`config.mk`:
```
export PLATFORM = sky130hd
export DESIGN_NAME = pfoq_ctrl
export DESIGN_NICKNAME = d
export VERILOG_FILES = /design/src/hdl/pfoq_pkg.sv /design/src/hdl/pfoq_ctrl.sv
export SDC_FILE = /design/constraint.sdc
export NUM_CORES = 1
export LEC_CHECK = 0
export BUFFER_PORTS_ARGS = -buffer_cell sky130_fd_sc_hd__buf_2
export CORE_AREA = 2 2 39 41
export DETAILED_ROUTE_END_ITERATION = 8
export DIE_AREA = 0 0 41 43
export PLACE_DENSITY_LB_ADDON = 0.1
export REMOVE_ABC_BUFFERS = 1
export SETUP_SLACK_MARGIN = 0.3
export SLEW_MARGIN = 20
export SYNTH_ARGS = -nofsm -noshare
export SYNTH_HDL_FRONTEND = slang
export SYNTH_SLANG_ARGS = --single-unit
```
`constraint.sdc`:
```
create_clock -name clk_i -period 2.57 [get_ports clk_i]
set_clock_uncertainty 0.05 [all_clocks]
set_input_delay 0.1285 -clock clk_i [delete_from_list [all_inputs] [get_ports clk_i]]
set_output_delay 0.1285 -clock clk_i [all_outputs]
set_load 0.02 [all_outputs]
```
`src/hdl/pfoq_pkg.sv`:
```
// Package for the paced frame output queue: widths, item kinds, constants.
// Used by the input and result interfaces, controller, datapath and top level.
`default_nettype none
package pfoq_pkg;
  localparam int unsigned ByteDepthDefault  = 4096;
  localparam int unsigned FrameDepthDefault = 32;
  localparam int unsigned MaxResults        = 64;
  localparam int unsigned UnitsPerByte      = 1000;
  localparam int unsigned MaxElapsedMs      = 1000;
  localparam int unsigned CapScale          = 100;
  localparam int unsigned MaxFrameLen       = 16'hFFFF;

  typedef enum logic [2:0] {
    KIND_PUT   = 3'd0,
    KIND_DELAY = 3'd1,
    KIND_CLEAR = 3'd2,
    KIND_SKIP  = 3'd3,
    KIND_TICK  = 3'd4
  } kind_e;

  typedef struct packed {
    logic [2:0]  kind;
    logic [7:0]  data_byte;
    logic [15:0] delay_ms;
    logic [31:0] now_ms;
    logic [6:0]  sink_room;
  } in_item_t;

  typedef struct packed {
    logic [7:0] out_byte;
    logic       byte_valid;
    logic       accepted;
    logic       last;
  } out_item_t;
endpackage
`default_nettype wire

```
`src/hdl/pfoq_ctrl.sv`:
```
// Controller state machine of the paced frame output queue.
// Depends on pfoq_pkg; drives datapath commands, reads datapath status.
`default_nettype none
module pfoq_ctrl (
  input  wire logic clk_i,
  input  wire logic rst_ni,
  input  wire logic in_valid_i,
  output logic      in_ready_o,
  input  wire logic out_busy_i,
  input  wire logic [2:0] kind_i,
  input  wire logic st_frame_empty_i,
  input  wire logic st_len_nz_i,
  input  wire logic st_can_send_i,
  input  wire logic st_hold_nz_i,
  input  wire logic st_hold_wait_i,
  input  wire logic st_skip_done_i,
  output logic      cmd_load_o,
  output logic      cmd_exec_o,
  output logic      cmd_budget_o,
  output logic      cmd_rd_o,
  output logic      cmd_send_o,
  output logic      cmd_pop_o,
  output logic      cmd_hold_o,
  output logic      cmd_skip_o,
  output logic      cmd_finish_o
);
  import pfoq_pkg::*;

  typedef enum logic [2:0] {
    S_IDLE, S_EXEC, S_BUDGET, S_READ, S_DECIDE, S_SKIP, S_DONE
  } state_e;

  state_e state_q;

  assign in_ready_o = (state_q == S_IDLE);

  // Commands decode from state and status.
  always_comb begin
    cmd_load_o   = (state_q == S_IDLE) && in_valid_i;
    cmd_exec_o   = (state_q == S_EXEC);
    cmd_budget_o = (state_q == S_BUDGET);
    cmd_rd_o     = (state_q == S_READ);
    cmd_send_o   = (state_q == S_DECIDE) && !out_busy_i && !st_frame_empty_i && st_len_nz_i
                   && st_can_send_i;
    cmd_hold_o   = (state_q == S_DECIDE) && !st_frame_empty_i && !st_len_nz_i && st_hold_nz_i;
    cmd_pop_o    = (state_q == S_DECIDE) && !st_frame_empty_i && !st_len_nz_i
                   && !(st_hold_nz_i && st_hold_wait_i);
    cmd_skip_o   = (state_q == S_SKIP);
    cmd_finish_o = (state_q == S_DONE) && !out_busy_i;
  end

  // Hold state, step each item through its states, including a tick's drain loop.
  always_ff @(posedge clk_i or negedge rst_ni) begin
    if (!rst_ni) begin
      state_q <= S_IDLE;
    end else begin
      unique case (state_q)
        S_IDLE: if (in_valid_i) state_q <= S_EXEC;
        S_EXEC: begin
          if (kind_i == KIND_TICK) state_q <= S_BUDGET;
          else if (kind_i == KIND_SKIP) state_q <= S_SKIP;
          else state_q <= S_DONE;
        end
        S_BUDGET: state_q <= S_READ;
        S_READ: state_q <= S_DECIDE;
        S_DECIDE: begin
          if (st_frame_empty_i) state_q <= S_DONE;
          else if (st_len_nz_i) begin
            if (!st_can_send_i) state_q <= S_DONE;
            else if (!out_busy_i) state_q <= S_READ;
          end else if (st_hold_nz_i && st_hold_wait_i) state_q <= S_DONE;
          else state_q <= S_READ;
        end
        S_SKIP: if (st_skip_done_i) state_q <= S_DONE;
        S_DONE: if (!out_busy_i) state_q <= S_IDLE;
        default: state_q <= S_IDLE;
      endcase
    end
  end

`ifndef SYNTHESIS
  a_send_only_decide: assert property (@(posedge clk_i) disable iff (!rst_ni)
    cmd_send_o |-> state_q == S_DECIDE) else $error("send outside decide");
  a_load_then_exec: assert property (@(posedge clk_i) disable iff (!rst_ni)
    cmd_load_o |=> state_q == S_EXEC) else $error("load did not enter exec");
  a_finish_idle: assert property (@(posedge clk_i) disable iff (!rst_ni)
    cmd_finish_o |=> in_ready_o) else $error("finish did not return idle");
`endif
endmodule
`default_nettype wire

```
==> results.py <==
metrics = {
    "detailed_routing": {
        "vias": 412,
        "antenna_left": 0,
        "routedWlPerCell_um": 10.8,
        "viasPerCell": 4.74,
        "drc": 0,
        "postRouteWirelength_um": 941,
        "firstDrtPassIters": 2,
        "dr.first_iter.drc_count": 1,
    },
    "cells_and_area": {
        "fill_cells": 158,
        "largest-register": "state_q",
        "largest_register_ffs": 3,
        "antennaDiodeCount": 0,
        "top_regs": "state_q x3",
        "syn2layout_area_growth_pct": 41.3,
        "layout-drive-gt1-share_pct": 43.7,
        "seqCellArea_um2": 75.1,
        "multi_input_area_um2": 256,
        "postLayoutCoreUtil_pct": 36.8,
        "final_nets": 85,
    },
    "die": {
        "die_x_um": 41,
        "ioPinCount": 23,
        "rows": 14,
        "core_region_area_um2": 1380,
        "design.die.area_um2": 1760,
        "start_util_pct": 26.0,
        "die_h_um": 43,
    },
    "setup_path": {
        "path_max_fanout": 13,
        "cp.arrival_ns": 1.65,
        "cp_slowest_stage_delay_ns": 0.53,
        "cpLargestDelayFamily": "simple AND/OR/NAND/NOR gates",
        "path_cells": "nor4b_2 -> and3_4 -> nor2b_1 -> buf_2",
        "worst-path-buf-inv": 1,
        "cp.required_ns": 2.39,
        "startpoint_type": "register",
        "crit_slowest_cell": "dfrtp_1",
        "cp-end-kind": "primary output",
        "path_class": "reg2out",
    },
    "clock_network": {
        "clockRootBuffer": "clkbuf_4",
        "numCtsBuffers": 3,
        "cts_tree": "built",
        "cts-resized-gates": 0,
        "cts.clk_slew.worst_paths_ns": 0.04,
        "htreeDepth": 1,
        "cts_setup_buffers": 0,
        "clk_latency_ns": 0.23,
        "cts_sinks": 3,
        "cts_max_path_buffers": 2,
        "hold_buffers": 1,
    },
    "placed_design": {
        "hpwl_um": 721,
        "port_buffers": 22,
        "gp_congestion": 0.733,
    },
    "synth": {
        "postSynthAreaPerCell_um2": 7.67,
        "ys_ff_latch": 3,
        "synth_area_leader_cell": "dfrtp_1",
        "syn-cell-area_um2": 360,
        "ys_seq_area_share_pct": 20.8,
        "synth.area.top_cells": "dfrtp_1, nor4b_2, nand2_1",
        "synth_cell_types": 28,
        "synth_top_cell_area_share_pct": 20.8,
        "yosys_warnings": 0,
        "synthCells": 47,
    },
    "global_routing": {
        "grt.total_usage_pct": 12.7,
        "antenna_found_initial": 0,
        "grt_pass1_wl_um": 1540,
        "gr-total-overflow": 0,
        "grt_start_max_net_pins": 14,
        "first_global_vias": 401,
    },
    "timing": {
        "whs_ns": 0.0982,
        "hold_viol": 0,
        "tns_ns": 0,
        "period_needed_ns": 1.83,
        "tightest_slew_ns": 0.438,
        "fmax_mhz": 547,
        "setup_violations": 0,
        "timing.slew.headroom_pct": 70.8,
        "period_share_pct": 71.2,
        "rsz0062_at_grt": "no",
        "drv_slew": 0,
    },
    "status": {
        "outcome": "finished, final reports clean",
    },
    "worst_hold_path": {
        "hp-class": "in2reg",
    },
    "power_and_ir_drop": {
        "finalPower_uw": 538,
        "p_per_area_nw_per_um2": 1060,
        "peakVddDrop_mv": 0.291,
        "p_leak_nw": 0.255,
    },
    "job": {
        "cap_violations": 0,
    },
}
[cells in the final DEF (no fill, tap or decap)]
| cell type | n |
|---|---|
| o21a_1 | 2 |
| o21ai_1 | 1 |
| nor3b_1 | 1 |
| a221o_2 | 1 |
| o22ai_1 | 2 |
| a21oi_1 | 2 |
| inv_2 | 1 |
| and2b_2 | 1 |
| nor4_1 | 1 |
| clkbuf_1 | 1 |
| nand3b_1 | 1 |
| nor4b_2 | 2 |
| o211ai_1 | 1 |
| clkbuf_4 | 3 |
| o21ai_0 | 1 |
| dlygate4sd3_1 | 1 |
| nor2_1 | 4 |
| nor3_1 | 2 |
| buf_2 | 22 |
| a221o_1 | 1 |
| o22a_1 | 1 |
| and3_4 | 1 |
| nand2b_1 | 3 |
| nor4b_1 | 1 |
| nor2b_1 | 2 |
| nand2_1 | 5 |
| inv_1 | 2 |
| dfrtp_1 | 3 |
| and2_1 | 1 |
| o21ba_1 | 1 |
[per-stage QoR]
step | std cells | worst slack, ns | instance area [um^2]
floorplan | 44 | 1.03 | 343
global placement | 82 | 0.927 | 473
detailed placement | 82 | 0.913 | 473
CTS | 87 | 0.727 | 509
global route | 87 | 0.616 | 509
finish | 87 | 0.740 | 509
[metal layers]
metal,wire [um],share of wire [%],global-route usage [%],vias to the layer above
li1,-,-,-,219
met4,0,0,8.00,0
met5,0,0,0,-
met3,57,6.1,2.09,0
met2,415,44,18.4,15
met1,468,50,16.4,178
[final timing paths]
path,end,depth (start not counted),from,slack (ns)
max reg2reg,state_q[2],4,state_q[2],0.91
max,cmd_send_o,4,state_q[0],0.74
min in group asynchronous,state_q[2],2,rst_ni,0.17
min reg2reg,state_q[0],2,state_q[2],0.73
max in group asynchronous,state_q[0],2,rst_ni,2.20
min,state_q[0],2,st_skip_done_i,0.1
[worst reg2reg max path, delay by kind of cell (launching register included)]
family             cells  cell delay [ns]
AOI/OAI and AO/OA      2             0.56
DFF                    1             0.50
and+or+nand+nor        2             0.44
[where the power goes]
group	internal [mW]	switching, mW	leakage (nW)	total, mW
Clock	0.0582	0.0252	0.0150	0.0835
Sequential	0.0721	0.0847	0.0364	0.157
Combinational	0.145	0.152	0.204	0.298
[cell type report]
cell class | instances | area share [%]
Inverter | 3 | 2.21
Tap cell | 16 | 3.93
Sequential cell | 3 | 14.7
Multi-Input combinational cell | 38 | 50.4
Timing Repair Buffer | 23 | 23.6
Clock buffer | 4 | 5.16
[Yosys cell counts]
master	number
nor4b_2	2
o22ai_1	2
a21oi_1	2
o21a_1	2
nor2_1	4
nand3b_1	1
nand2_1	5
nor3_1	2
nand2b_1	3
nor3b_1	1
o21ai_1	1
dfrtp_1	3
buf_2	2
o21ai_0	1
inv_1	2
nor2b_1	2
nor4b_1	1
and2_1	1
clkbuf_4	1
inv_2	1
a221o_2	1
and3_4	1
a221o_1	1
nor4_1	1
o22a_1	1
o21ba_1	1
o211ai_1	1
and2b_2	1
[kinds of logic after synthesis]
family,after synthesis,share of synthesized area (%)
flops,3,20.8
compound gates,13,26.4
simple gates,25,44.8
buf+inv,6,7.99
No activity file was read; power rests on OpenSTA's default activity.
